<file path="config.mk">
export PLATFORM = sky130hd
export DESIGN_NAME = hilbert_scan_order_generator
export DESIGN_NICKNAME = d
export VERILOG_FILES = /design/src/sv/hsog_pkg.sv /design/src/sv/hsog_ctrl.sv /design/src/sv/hsog_dp.sv /design/src/sv/hilbert_scan_order_generator.sv
export SDC_FILE = /design/constraint.sdc
export NUM_CORES = 2
export LEC_CHECK = 0
export BUFFER_PORTS_ARGS = -buffer_cell sky130_fd_sc_hd__clkbuf_2
export CAP_MARGIN = 20
export CORE_AREA = 10 10 301 303
export DETAILED_ROUTE_END_ITERATION = 12
export DIE_AREA = 0 0 311 313
export PLACE_DENSITY = 0.5
export SLEW_MARGIN = 20
export SYNTH_ARGS = -nofsm -noshare
export SYNTH_HDL_FRONTEND = slang
export SYNTH_HIERARCHICAL = 1
export SYNTH_SLANG_ARGS = --single-unit
</file>
<file path="constraint.sdc">
create_clock -name i_clk -period 7.4 [get_ports i_clk]
set_input_delay 1.11 -clock i_clk [delete_from_list [all_inputs] [get_ports i_clk]]
set_output_delay 1.11 -clock i_clk [all_outputs]
set_load 0.05 [all_outputs]
</file>
<file path="src/sv/hsog_pkg.sv">
// Shared types and constants for the Hilbert scan order generator.
`default_nettype none

package hsog_pkg;

    localparam int COORD_BITS_DEF = 12;

    localparam int CFG_IDX_BITS = 2;

    typedef enum logic [CFG_IDX_BITS-1:0] {
        CFG_X_START = 2'd0,
        CFG_X_END   = 2'd1,
        CFG_Y_START = 2'd2,
        CFG_Y_END   = 2'd3
    } t_cfg_idx;

    // Commands from the controller to the datapath.
    typedef struct packed {
        logic accept;
        logic size;
        logic scale;
        logic load;
        logic step;
        logic emit;
    } t_cmd;

    // Status from the datapath to the controller.
    typedef struct packed {
        logic zero_levels;
        logic step_last;
        logic in_bounds;
    } t_status;

endpackage

`default_nettype wire

</file>
<file path="src/sv/hsog_ctrl.sv">
// Controller state machine for the Hilbert scan order generator.
`default_nettype none

module hsog_ctrl (
    input  wire             i_clk,
    input  wire             i_rst_n,
    input  wire             i_valid,
    input  wire             i_stall,
    input  hsog_pkg::t_status i_sts,
    output logic            o_stall,
    output logic            o_valid,
    output hsog_pkg::t_cmd  o_cmd
);

    typedef enum logic [6:0] {
        S_IDLE  = 7'b0000001,
        S_SIZE  = 7'b0000010,
        S_SCALE = 7'b0000100,
        S_LOAD  = 7'b0001000,
        S_STEP  = 7'b0010000,
        S_CHECK = 7'b0100000,
        S_OUT   = 7'b1000000
    } t_state;

    t_state r_state;
    t_state n_state;
    logic   r_out_valid;
    logic   n_out_valid;

    always_comb begin
        n_state     = r_state;
        o_cmd       = '0;
        n_out_valid = r_out_valid && i_stall;
        unique case (r_state)
            S_IDLE: begin
                if (i_valid) begin
                    o_cmd.accept = 1'b1;
                    n_state      = S_SIZE;
                end
            end
            S_SIZE: begin
                o_cmd.size = 1'b1;
                n_state    = S_SCALE;
            end
            S_SCALE: begin
                o_cmd.scale = 1'b1;
                n_state     = S_LOAD;
            end
            S_LOAD: begin
                o_cmd.load = 1'b1;
                n_state    = i_sts.zero_levels ? S_CHECK : S_STEP;
            end
            S_STEP: begin
                o_cmd.step = 1'b1;
                if (i_sts.step_last) begin
                    n_state = S_CHECK;
                end
            end
            S_CHECK: begin
                n_state = i_sts.in_bounds ? S_OUT : S_LOAD;
            end
            S_OUT: begin
                if (!r_out_valid || !i_stall) begin
                    o_cmd.emit  = 1'b1;
                    n_out_valid = 1'b1;
                    n_state     = S_IDLE;
                end
            end
            default: begin
                n_state = S_IDLE;
            end
        endcase
    end

    always_ff @(posedge i_clk) begin
        if (!i_rst_n) begin
            r_state     <= S_IDLE;
            r_out_valid <= 1'b0;
        end else begin
            r_state     <= n_state;
            r_out_valid <= n_out_valid;
        end
    end

    assign o_stall = (r_state != S_IDLE);
    assign o_valid = r_out_valid;

endmodule

`default_nettype wire

</file>
<file path="src/sv/hsog_dp.sv">
// Datapath: window registers, curve walk one level per cycle, pixel counter.
`default_nettype none

module hsog_dp #(
    parameter int COORD_BITS = hsog_pkg::COORD_BITS_DEF
) (
    input  wire                                i_clk,
    input  wire                                i_rst_n,
    input  wire                                i_cfg_we,
    input  wire [hsog_pkg::CFG_IDX_BITS-1:0]   i_cfg_idx,
    input  wire [COORD_BITS-1:0]               i_cfg_data,
    input  wire                                i_restart,
    input  hsog_pkg::t_cmd                     i_cmd,
    output hsog_pkg::t_status                  o_sts,
    output logic [COORD_BITS-1:0]              o_pixel_x,
    output logic [COORD_BITS-1:0]              o_pixel_y,
    output logic                               o_last
);

    localparam int CB  = COORD_BITS;
    localparam int SZW = CB + 1;
    localparam int LW  = $clog2(CB + 1);
    localparam int IW  = 2 * CB;
    localparam int TW  = 2 * SZW;
    localparam int SW  = CB + 3;

    logic [CB-1:0]  r_x_start, r_x_end, r_y_start, r_y_end;
    logic [CB-1:0]  r_xe, r_ye;
    logic [SZW-1:0] r_xs, r_ys;
    logic [LW-1:0]  r_levels;
    logic [TW-1:0]  r_total;
    logic [IW-1:0]  r_index;
    logic [TW-1:0]  r_emitted;
    logic           r_finished;
    logic           r_restart;
    logic [IW-1:0]  r_k;
    logic [LW-1:0]  r_lv;
    logic signed [SW-1:0] r_ox, r_oy;
    logic signed [1:0]    r_dx, r_dy, r_px, r_py;
    logic [CB-1:0]  r_pix_x, r_pix_y;
    logic           r_last;

    logic [CB-1:0]  n_xe, n_ye;
    logic [SZW-1:0] size_max;
    logic [LW-1:0]  n_levels;
    logic [IW-1:0]  imask;
    logic [IW-1:0]  index_m;
    logic [LW-1:0]  lv_dec;
    logic [1:0]     quad;
    logic signed [SW-1:0] half, side;
    logic signed [SW-1:0] n_ox, n_oy;
    logic signed [1:0]    n_dx, n_dy, n_px, n_py;
    logic [TW-1:0]  n_emitted;

    function automatic logic signed [SW-1:0] dmul(input logic signed [1:0] d,
                                                  input logic signed [SW-1:0] v);
        logic signed [SW-1:0] res;
        case (d)
            2'sb01:  res = v;
            2'sb11:  res = -v;
            default: res = '0;
        endcase
        return res;
    endfunction

    // effective window ends and sides
    assign n_xe = (r_x_end < r_x_start) ? r_x_start : r_x_end;
    assign n_ye = (r_y_end < r_y_start) ? r_y_start : r_y_end;
    assign size_max = (r_xs > r_ys) ? r_xs : r_ys;

    always_comb begin
        n_levels = LW'(CB);
        for (int i = CB; i >= 0; i--) begin
            if ((SZW'(1) << i) >= size_max) begin
                n_levels = LW'(i);
            end
        end
    end

    assign imask   = (IW'(1) << (2 * r_levels)) - IW'(1);
    assign index_m = r_index & imask;

    // one curve level
    assign lv_dec = r_lv - LW'(1);
    assign quad   = 2'(r_k >> (2 * lv_dec));
    assign half   = SW'(1) << lv_dec;
    assign side   = SW'(1) << r_lv;

    always_comb begin
        n_ox = r_ox;
        n_oy = r_oy;
        n_dx = r_dx;
        n_dy = r_dy;
        n_px = r_px;
        n_py = r_py;
        case (quad)
            2'd0: begin
                n_dx = r_px;
                n_dy = r_py;
                n_px = r_dx;
                n_py = r_dy;
            end
            2'd1: begin
                n_ox = r_ox + dmul(r_px, half);
                n_oy = r_oy + dmul(r_py, half);
            end
            2'd2: begin
                n_ox = r_ox + dmul(r_px, half) + dmul(r_dx, half);
                n_oy = r_oy + dmul(r_py, half) + dmul(r_dy, half);
            end
            default: begin
                n_ox = r_ox + dmul(r_px, half - SW'(1)) + dmul(r_dx, side - SW'(1));
                n_oy = r_oy + dmul(r_py, half - SW'(1)) + dmul(r_dy, side - SW'(1));
                n_dx = -r_px;
                n_dy = -r_py;
                n_px = -r_dx;
                n_py = -r_dy;
            end
        endcase
    end

    assign n_emitted = ((r_k == '0) ? TW'(0) : r_emitted) + TW'(1);

    assign o_sts.zero_levels = (r_levels == '0);
    assign o_sts.step_last   = (r_lv == LW'(1));
    assign o_sts.in_bounds   = (r_ox <= $signed(SW'(r_xe))) && (r_oy <= $signed(SW'(r_ye)));

    // control-relevant state
    always_ff @(posedge i_clk) begin
        if (!i_rst_n) begin
            r_x_start  <= '0;
            r_x_end    <= '0;
            r_y_start  <= '0;
            r_y_end    <= '0;
            r_index    <= '0;
            r_emitted  <= '0;
            r_finished <= 1'b0;
        end else begin
            if (i_cfg_we) begin
                unique case (hsog_pkg::t_cfg_idx'(i_cfg_idx))
                    hsog_pkg::CFG_X_START: r_x_start <= i_cfg_data;
                    hsog_pkg::CFG_X_END:   r_x_end   <= i_cfg_data;
                    hsog_pkg::CFG_Y_START: r_y_start <= i_cfg_data;
                    hsog_pkg::CFG_Y_END:   r_y_end   <= i_cfg_data;
                    default: ;
                endcase
            end
            if (i_cmd.scale && (r_restart || r_finished)) begin
                r_index    <= '0;
                r_emitted  <= '0;
                r_finished <= 1'b0;
            end
            if (i_cmd.load) begin
                r_index <= (index_m + IW'(1)) & imask;
            end
            if (i_cmd.emit) begin
                r_emitted  <= n_emitted;
                r_finished <= (n_emitted >= r_total);
            end
        end
    end

    // working registers
    always_ff @(posedge i_clk) begin
        if (i_cmd.accept) begin
            r_restart <= i_restart;
        end
        if (i_cmd.size) begin
            r_xe <= n_xe;
            r_ye <= n_ye;
            r_xs <= SZW'(n_xe - r_x_start) + SZW'(1);
            r_ys <= SZW'(n_ye - r_y_start) + SZW'(1);
        end
        if (i_cmd.scale) begin
            r_levels <= n_levels;
            r_total  <= r_xs * r_ys;
        end
        if (i_cmd.load) begin
            r_k  <= index_m;
            r_lv <= r_levels;
            r_ox <= SW'(r_x_start);
            r_oy <= SW'(r_y_start);
            r_dx <= 2'sb00;
            r_dy <= 2'sb01;
            r_px <= 2'sb01;
            r_py <= 2'sb00;
        end
        if (i_cmd.step) begin
            r_lv <= lv_dec;
            r_ox <= n_ox;
            r_oy <= n_oy;
            r_dx <= n_dx;
            r_dy <= n_dy;
            r_px <= n_px;
            r_py <= n_py;
        end
        if (i_cmd.emit) begin
            r_pix_x <= r_ox[CB-1:0];
            r_pix_y <= r_oy[CB-1:0];
            r_last  <= (n_emitted >= r_total);
        end
    end

    assign o_pixel_x = r_pix_x;
    assign o_pixel_y = r_pix_y;
    assign o_last    = r_last;

endmodule

`default_nettype wire

</file>
<file path="src/sv/hilbert_scan_order_generator.sv">
// Top level of the Hilbert scan order generator.
//
// Each request on the input channel (i_valid / o_stall, payload i_restart)
// yields one pixel on the output channel (o_valid / i_stall, payload
// o_pixel_x, o_pixel_y, o_last). Pixels of the window set by the four
// configuration registers come out in Hilbert-curve order; o_last marks the
// final pixel, and the next request then starts again at the start corner.
// i_restart rewinds to the start corner before the pixel is produced.
// The curve point is built one level per cycle, L levels, L = log2 of the
// curve side. The pixel is written once a curve point lies in the window;
// each point outside it is skipped and the next one is built. A new
// request is taken in the cycle after the pixel is written.
// One request is in work at a time; o_stall is high from acceptance until
// the pixel is placed in the output register. The output register holds the
// pixel while i_stall is high; a new request is taken meanwhile and waits to
// write its pixel until that one is taken.
// Reset (synchronous, active low) clears the configuration registers and
// rewinds the scan. Configuration writes are taken any cycle and belong
// where no request is outstanding.
`default_nettype none

module hilbert_scan_order_generator #(
    parameter int COORD_BITS = hsog_pkg::COORD_BITS_DEF
) (
    input  wire                              i_clk,
    input  wire                              i_rst_n,
    input  wire                              i_cfg_we,
    input  wire [hsog_pkg::CFG_IDX_BITS-1:0] i_cfg_idx,
    input  wire [COORD_BITS-1:0]             i_cfg_data,
    input  wire                              i_valid,
    output logic                             o_stall,
    input  wire                              i_restart,
    output logic                             o_valid,
    input  wire                              i_stall,
    output logic [COORD_BITS-1:0]            o_pixel_x,
    output logic [COORD_BITS-1:0]            o_pixel_y,
    output logic                             o_last
);

    hsog_pkg::t_cmd    w_cmd;
    hsog_pkg::t_status w_sts;

    hsog_ctrl u_ctrl (
        .i_clk   (i_clk),
        .i_rst_n (i_rst_n),
        .i_valid (i_valid),
        .i_stall (i_stall),
        .i_sts   (w_sts),
        .o_stall (o_stall),
        .o_valid (o_valid),
        .o_cmd   (w_cmd)
    );

    hsog_dp #(
        .COORD_BITS (COORD_BITS)
    ) u_dp (
        .i_clk      (i_clk),
        .i_rst_n    (i_rst_n),
        .i_cfg_we   (i_cfg_we),
        .i_cfg_idx  (i_cfg_idx),
        .i_cfg_data (i_cfg_data),
        .i_restart  (i_restart),
        .i_cmd      (w_cmd),
        .o_sts      (w_sts),
        .o_pixel_x  (o_pixel_x),
        .o_pixel_y  (o_pixel_y),
        .o_last     (o_last)
    );

    a_busy_after_request: assert property (@(posedge i_clk) disable iff (!i_rst_n)
        (i_valid && !o_stall) |=> o_stall)
        else $error("request accepted but block not busy");

    a_valid_from_emit: assert property (@(posedge i_clk) disable iff (!i_rst_n)
        $rose(o_valid) |-> $past(w_cmd.emit))
        else $error("output valid without a pixel write");

    a_emit_in_bounds: assert property (@(posedge i_clk) disable iff (!i_rst_n)
        w_cmd.emit |-> w_sts.in_bounds)
        else $error("pixel written outside the window");

endmodule

`default_nettype wire

</file>
* Word level (Yosys, flattened, before mapping)
Cells that the tools add are included.
** Operators by class
- Reductions and logical operators :: 26
- Bitwise operators :: 2
- Eq/ne operators :: 27
- Muxes and demuxes :: 73
- Shift-type cells :: 4
- Add/subtract/negate cells :: 27
- Magnitude comparators :: 18
- $mul :: 1
** Operators with widths (number)
- 15-bit case mux with 2 select lines :: 8
- 15-bit 2-to-1 mux :: 14
- 15-bit adder :: 10
- 15-bit case mux with 3 select lines :: 2
- 26-bit 2-to-1 mux :: 3
- 7-bit case mux with 7 select lines :: 1
- 24-bit bitwise AND :: 2
- 24-bit 2-to-1 mux :: 2
- 15-bit negation :: 3
- 15-bit by 13-bit <= comparator with 1-bit output :: 2
- 1-bit by 4-bit << shifter with 15-bit output (first input constant) :: 2
- 15-bit by 2-bit subtractor with 15-bit output (second input constant) :: 2
- 7-bit 2-to-1 mux :: 4
- 13-bit by 1-bit adder with 13-bit output (second input constant) :: 2
- 26-bit by 1-bit adder with 26-bit output (second input constant) :: 1
- 26-bit >= comparator :: 1
- 13-bit by 13-bit multiplier with 26-bit output :: 1
- 12-bit by 12-bit subtractor with 13-bit output :: 2
- 24-bit by 1-bit adder with 24-bit output (second input constant) :: 1
- 24-bit zero test :: 1
- 12-bit less-than comparator :: 2
- 12-bit 2-to-1 mux :: 2
- 3-bit 2-to-1 mux :: 8
- 1-bit by 5-bit << shifter with 24-bit output (first input constant) :: 1
- 48 further kinds :: 101
** Word-level totals
- Word-level logic and storage cells :: 208
- Bits in registers :: 279
- Output and inout port bits :: 27
- Bits of input ports :: 20

* Longest topological paths before layout
- Word-level depth :: 14
- Gate-level depth with buffers :: 29
- Gate-level depth less buffers :: 28

* By module
The synthesis kept the hierarchy.
** By module, submodules not included
- hsog_dp :: sequential area each 7146.9 µm², cells each 3191, times used 1, area each 28820.1 µm²
- hsog_ctrl :: sequential area each 160.2 µm², cells each 50, times used 1, area each 444.2 µm²

* Worst setup path after synthesis
OpenSTA, ideal clock, no wires.
- Kind :: flip-flop to flip-flop
- Start :: register u_dp.r_lv[0]
- End :: register u_dp.r_oy[13] (data pin)
- Setup time :: 276 ps
- Required time :: 7124 ps
- Cell stages (with the launch flop) :: 28
- Buffers on the path :: 2
- Clock period less this slack :: 5755 ps
- Setup slack :: 1645 ps
- Arrival :: 5479 ps
- Path through :: edfxtp_1 buf_6 inv_1 ha_1 buf_4 xor2_4 nor3_1 inv_1 ha_1 inv_1 a41oi_2 o21a_2 nor2_1 nand2_1 o21ai_0 fa_1 fa_1 a21o_1 a21oi_1 o21bai_1 a21oi_1 nor2b_1 o21a_1 o31a_1 o41ai_1 xnor2_1 a221oi_1 a211oi_1
** Between the ends
- Cells in the longest elaborated chain, start to end :: 10
- Elaborated cells between the ends (all ways) :: 28
- Those cells by class :: 11 x add/sub; 2 x eq/ne; 3 x shift; 11 x mux; 1 x reduce/logical
** RTL lines
- from (decl) :: line hsog_dp.sv:37 : logic [LW-1:0] r_lv;
- from (signal assigned) :: line hsog_dp.sv:180 : r_lv <= r_levels;
- from (signal assigned) :: line hsog_dp.sv:189 : r_lv <= lv_dec;
- 4-bit by 1-bit subtractor with 4-bit output :: line hsog_dp.sv:84 : assign lv_dec = r_lv - LW'(1);
- 1-bit by 4-bit << shifter with 15-bit output :: line hsog_dp.sv:86 : assign half = SW'(1) << lv_dec;
- 15-bit by 2-bit subtractor with 15-bit output :: line hsog_dp.sv:113 : n_oy = r_oy + dmul(r_py, half - SW'(1)) + dmul(r_dy, side - SW'(1));
- 15-bit negation :: line hsog_dp.sv:60 : 2'sb11: res = -v;
- 15-bit case mux with 2 select lines :: line hsog_dp.sv:58 : case (d)
- 15-bit 2-to-1 mux :: line hsog_dp.sv:96 : case (quad)
- 15-bit adder (2 in series) :: line hsog_dp.sv:113
- 15-bit case mux with 3 select lines (*) :: line hsog_dp.sv:96
- 15-bit 2-to-1 mux (*) :: line hsog_dp.sv:188 : if (i_cmd.step) begin
- to (signal assigned) :: line hsog_dp.sv:182 : r_oy <= SW'(r_y_start);
- to (signal assigned) :: line hsog_dp.sv:191 : r_oy <= n_oy;
- to (decl) :: line hsog_dp.sv:38 : logic signed [SW-1:0] r_ox, r_oy;
Mark *: on every way between the ends. The rest lies on a longest branch, timed or not. The select of a mux whose other input is x is not followed.
A chain may end at the register's enable or synchronous reset.

* Worst setup path in the final report
- Start :: register u_dp.r_lv[1]
- End :: register u_dp.r_ox[14] (data pin)
** Between the ends
- Cells in the longest elaborated chain, start to end :: 10
- Elaborated cells between the ends (all ways) :: 28
- Those cells by class :: 11 x add/sub; 2 x eq/ne; 3 x shift; 11 x mux; 1 x reduce/logical
** RTL lines
- 4-bit by 1-bit subtractor with 4-bit output :: line hsog_dp.sv:84
- 1-bit by 4-bit << shifter with 15-bit output :: line hsog_dp.sv:86
- 15-bit by 2-bit subtractor with 15-bit output :: line hsog_dp.sv:112 : n_ox = r_ox + dmul(r_px, half - SW'(1)) + dmul(r_dx, side - SW'(1));
- 15-bit negation :: line hsog_dp.sv:60
- 15-bit case mux with 2 select lines :: line hsog_dp.sv:58
- 15-bit 2-to-1 mux :: line hsog_dp.sv:96
- 15-bit adder (2 in series) :: line hsog_dp.sv:112
- 15-bit case mux with 3 select lines (*) :: line hsog_dp.sv:96
- 15-bit 2-to-1 mux (*) :: line hsog_dp.sv:188
- to (signal assigned) :: line hsog_dp.sv:181 : r_ox <= SW'(r_x_start);
- to (signal assigned) :: line hsog_dp.sv:190 : r_ox <= n_ox;
- to (decl) :: line hsog_dp.sv:38
Marks and branches as above.

==> impl_metrics.json <==
{
  "ys_ff_latch": 279,
  "holdCritStartpoint": "u_dp/r_index[13]$_SDFFE_PN0P_",
  "share_clk_of_total_power": 0.362,
  "clk_pin_slew_worst_paths_ns": 0.06,
  "top_layer": "met5",
  "finalHoldViolCount": 0,
  "synth_compound_gate_area_share": 0.174,
  "synth_top_family_by_area": "adder cells",
  "whs_endpoint": "u_dp/r_index[13]$_SDFFE_PN0P_",
  "final_cell_mix": "inv_1, nand2_1, ha_1, fa_1, nor2_1",
  "wl_met3_um": 4470,
  "fin_nets": 3764,
  "crit_type": "reg -> reg",
  "tightest_slew_ns": 1.06,
  "syn_nets": 3768,
  "muxShareOfSynthArea": 0.0252,
  "crit_path_end_kind": "flop",
  "async_flop_share": 0,
  "period_needed_ns": 6.65,
  "grt.total_usage": 0.174,
  "cts.htree.levels": 2,
  "net-switching-power_mw": 1.65,
  "status": "finished clean",
  "drive_gt1_frac": 0.0805,
  "synth.area.top_cells": "edfxtp_1, ha_1, fa_1",
  "clock_path_buffers": 3,
  "setup_viol": 0,
  "num_vias": 23104,
  "grt_start_max_net_pins": 67,
  "wl_per_cell_um": 19.6,
  "skew_ns": 0.0474,
  "grt-ovfl-total": 0,
  "finalCritPeriodShare": 0.899,
  "crit_required_ns": 7.67,
  "slew_headroom": 0.291,
  "final_common_cell": "inv_1",
  "clockRootBuffer": "clkbuf_16",
  "hp-class": "reg -> reg",
  "cp.arrival_ns": 6.92,
  "fmax_mhz": 150,
  "row_count": 107,
  "yosys.area_share.xor_xnor": 0.0544,
  "r2r-start": "u_dp/r_lv[1]$_DFFE_PP_",
  "ff2ff_setup_slack_ns": 0.75,
  "placed_cell_area_um2": 30700,
  "rsz0062_at_grt": "false",
  "seq_area_frac_synth": 0.250,
  "place_congestion": 0.939,
  "postCtsSetupRepairBufs": 0,
  "initial_utilization": 0.346,
  "port_buffers": 46,
  "postSynthCellCount": 3241,
  "wl_met1_um": 42500,
  "reg2reg_to": "u_dp/r_ox[14]$_SDFFCE_PN0P_",
  "synth_ff_type": "edfxtp_1",
  "fin_area_um2": 32000,
  "grt_pass1_vias": 22443,
  "avgSynthCellArea_um2": 9.03,
  "synth.distinct_cells": 107,
  "finalWirelength_um": 86500,
  "drtIter0Drc": 1518,
  "syn_area_um2": 29300,
  "pwr-share-comb": 0.294,
  "ir_drop_mv": 0.146,
  "antenna_found_initial": 2,
  "p_seq_frac": 0.344,
  "die_area_um2": 97300,
  "vias_per_cell": 5.24,
  "fp.dieW_um": 311,
  "clock_latency_ns": 0.58,
  "wl_met2_um": 37500,
  "synth_warnings": 6,
  "leakage_nw": 13.7,
  "switching_share": 0.316,
  "areaGrowthSynthToFinish_pct": 9.42,
  "cts_sinks": 279,
  "synth_edf_count": 172,
  "yosys.area_share.simple": 0.169,
  "diodes": 0,
  "rr_worst_depth": 24,
  "powerDensity_nw_per_um2": 163,
  "p_int_mw": 3.58,
  "synth_largest_area_cell": "edfxtp_1",
  "hpwl_um": 66700,
  "grt_pass1_wl_um": 135000,
  "firstDrtPassIters": 5,
  "start_kind": "flop",
  "coreArea_um2": 84600,
  "die_h_um": 313,
  "path_max_fanout": 14,
  "hold_depth": 2,
  "drtAntennaViolNets": 0,
  "maxSlewViolCount": 0,
  "max_cap_viol_count": 0,
  "io_pins": 47,
  "drc": 0,
  "yosys.area_share.adder": 0.264,
  "synth_top_cell_area_share": 0.176,
  "tns_ns": 0,
  "cts-buffers-inserted": 38,
  "cts_tree": "done"
}
[layout make-up]
cell class / instances / area (µm²)
clock buffer: 51 / 1040
clock inverter: 19 / 239
fill: 8668 / 52600
inverter: 331 / 1240
multi-input combinational: 2491 / 20200
sequential: 279 / 7310
tap: 1144 / 1430
timing repair buffer: 96 / 606
[worst max-delay path by stage]
stage | from | end | slack [ns] | depth (start not counted)
CTS | u_dp/r_lv[1]$_DFFE_PP_ | u_dp/r_oy[13]$_SDFFCE_PN0P_ | 0.70 | 25
detailed placement | u_dp/r_lv[1]$_DFFE_PP_ | u_dp/r_oy[13]$_SDFFCE_PN0P_ | 0.70 | 25
floorplan | u_dp/r_lv[0]$_DFFE_PP_ | u_dp/r_oy[13]$_SDFFCE_PN0P_ | 1.65 | 27
finish | u_dp/r_lv[1]$_DFFE_PP_ | u_dp/r_ox[14]$_SDFFCE_PN0P_ | 0.75 | 24
global route | u_dp/r_lv[1]$_DFFE_PP_ | u_dp/r_oy[13]$_SDFFCE_PN0P_ | 0.18 | 24
global placement | u_dp/r_lv[1]$_DFFE_PP_ | u_dp/r_oy[13]$_SDFFCE_PN0P_ | 0.83 | 25
[kinds of logic after synthesis]
family / Yosys count
flip-flops: 279
buffers and inverters: 471
multiplexers: 62
AND/OR/NAND/NOR: 984
XOR/XNOR: 174
adder cells (fa/ha/maj): 507
AO/OA/AOI/OAI: 764
[critical path, cell delays in order, from the launching register on]
cell      delay, ns
edfxtp_1       0.55
inv_1          0.17
ha_1           0.58
xor2_4         0.29
nor3_1         0.09
inv_1          0.32
ha_1           0.31
inv_1          0.07
a41oi_2        0.16
o21a_2         0.25
nand3_1        0.13
o21ai_0        0.40
o22ai_1        0.34
fa_1           0.53
ha_1           0.33
inv_1          0.05
o21bai_1       0.14
a21oi_1        0.12
o21bai_1       0.23
a41oi_1        0.20
a211oi_1       0.42
a31oi_1        0.16
xnor2_1        0.15
a221oi_1       0.29
a211oi_2       0.08
[power groups by stage]
stage	clock (mW)	combinational, mW	sequential [mW]
after floorplan	0	1.24	1.81
after global placement	0	1.56	1.83
after detailed placement	0	1.56	1.83
after CTS	1.96	1.58	1.80
after global routing	2.01	1.79	1.80
final	1.89	1.54	1.80
[through the flow]
stage          hold slack, ns  setup WS (ns)  utilization  cells  power [mW]
2_1_floorplan           0.438           1.65            -   3241        3.05
3_3_place_gp            0.464          0.826        0.363   4340        3.39
3_5_place_dp            0.468          0.698        0.363   4340        3.39
4_1_cts                 0.475          0.701        0.378   4410        5.33
5_1_grt                 0.507          0.181        0.378   4411        5.61
6_report                0.478          0.749        0.378   4411        5.23
[cells in the mapped netlist, drive strengths merged (34+ instances only)]
library cell,n
dfxtp,107
nor2b,91
nand3,64
and2,87
nor2,178
a21o,63
nand2,327
mux2,34
fa,185
xor2,68
edfxtp,172
nor3,65
ha,322
clkbuf,111
o21ai,173
a22o,39
a21boi,43
a21oi,171
a22oi,41
o21a,35
inv,329
xnor2,106
[registers in the layout (all words and copies together), names as in the netlist, 7 cells and up]
| register | flops |
|---|---|
| u_dp/r_k | 24 |
| u_dp/o_pixel_y | 12 |
| u_dp/r_emitted | 26 |
| u_dp/r_oy | 15 |
| u_dp/r_x_end | 12 |
| u_dp/r_xe | 12 |
| u_dp/o_pixel_x | 12 |
| u_dp/r_total | 26 |
| u_dp/r_y_end | 12 |
| u_ctrl/r_state | 7 |
| u_dp/r_ys | 13 |
| u_dp/r_x_start | 12 |
| u_dp/r_ye | 12 |
| u_dp/r_ox | 15 |
| u_dp/r_xs | 13 |
| u_dp/r_y_start | 12 |
| u_dp/r_index | 24 |
[per-layer routing]
| metal | track usage | vias up |
|---|---|---|
| met5 | 0 | - |
| met4 | 0.0456 | 4 |
| met3 | 0.0263 | 90 |
| met2 | 0.267 | 527 |
| met1 | 0.253 | 11152 |
| li1 | - | 11331 |
[what timing repair did]
item	4_1_cts	5_1_grt
hold buffers	0	0
gates resized for setup	0	1
setup endpoints to repair	0	1
(Power assumes the default switching activity.)
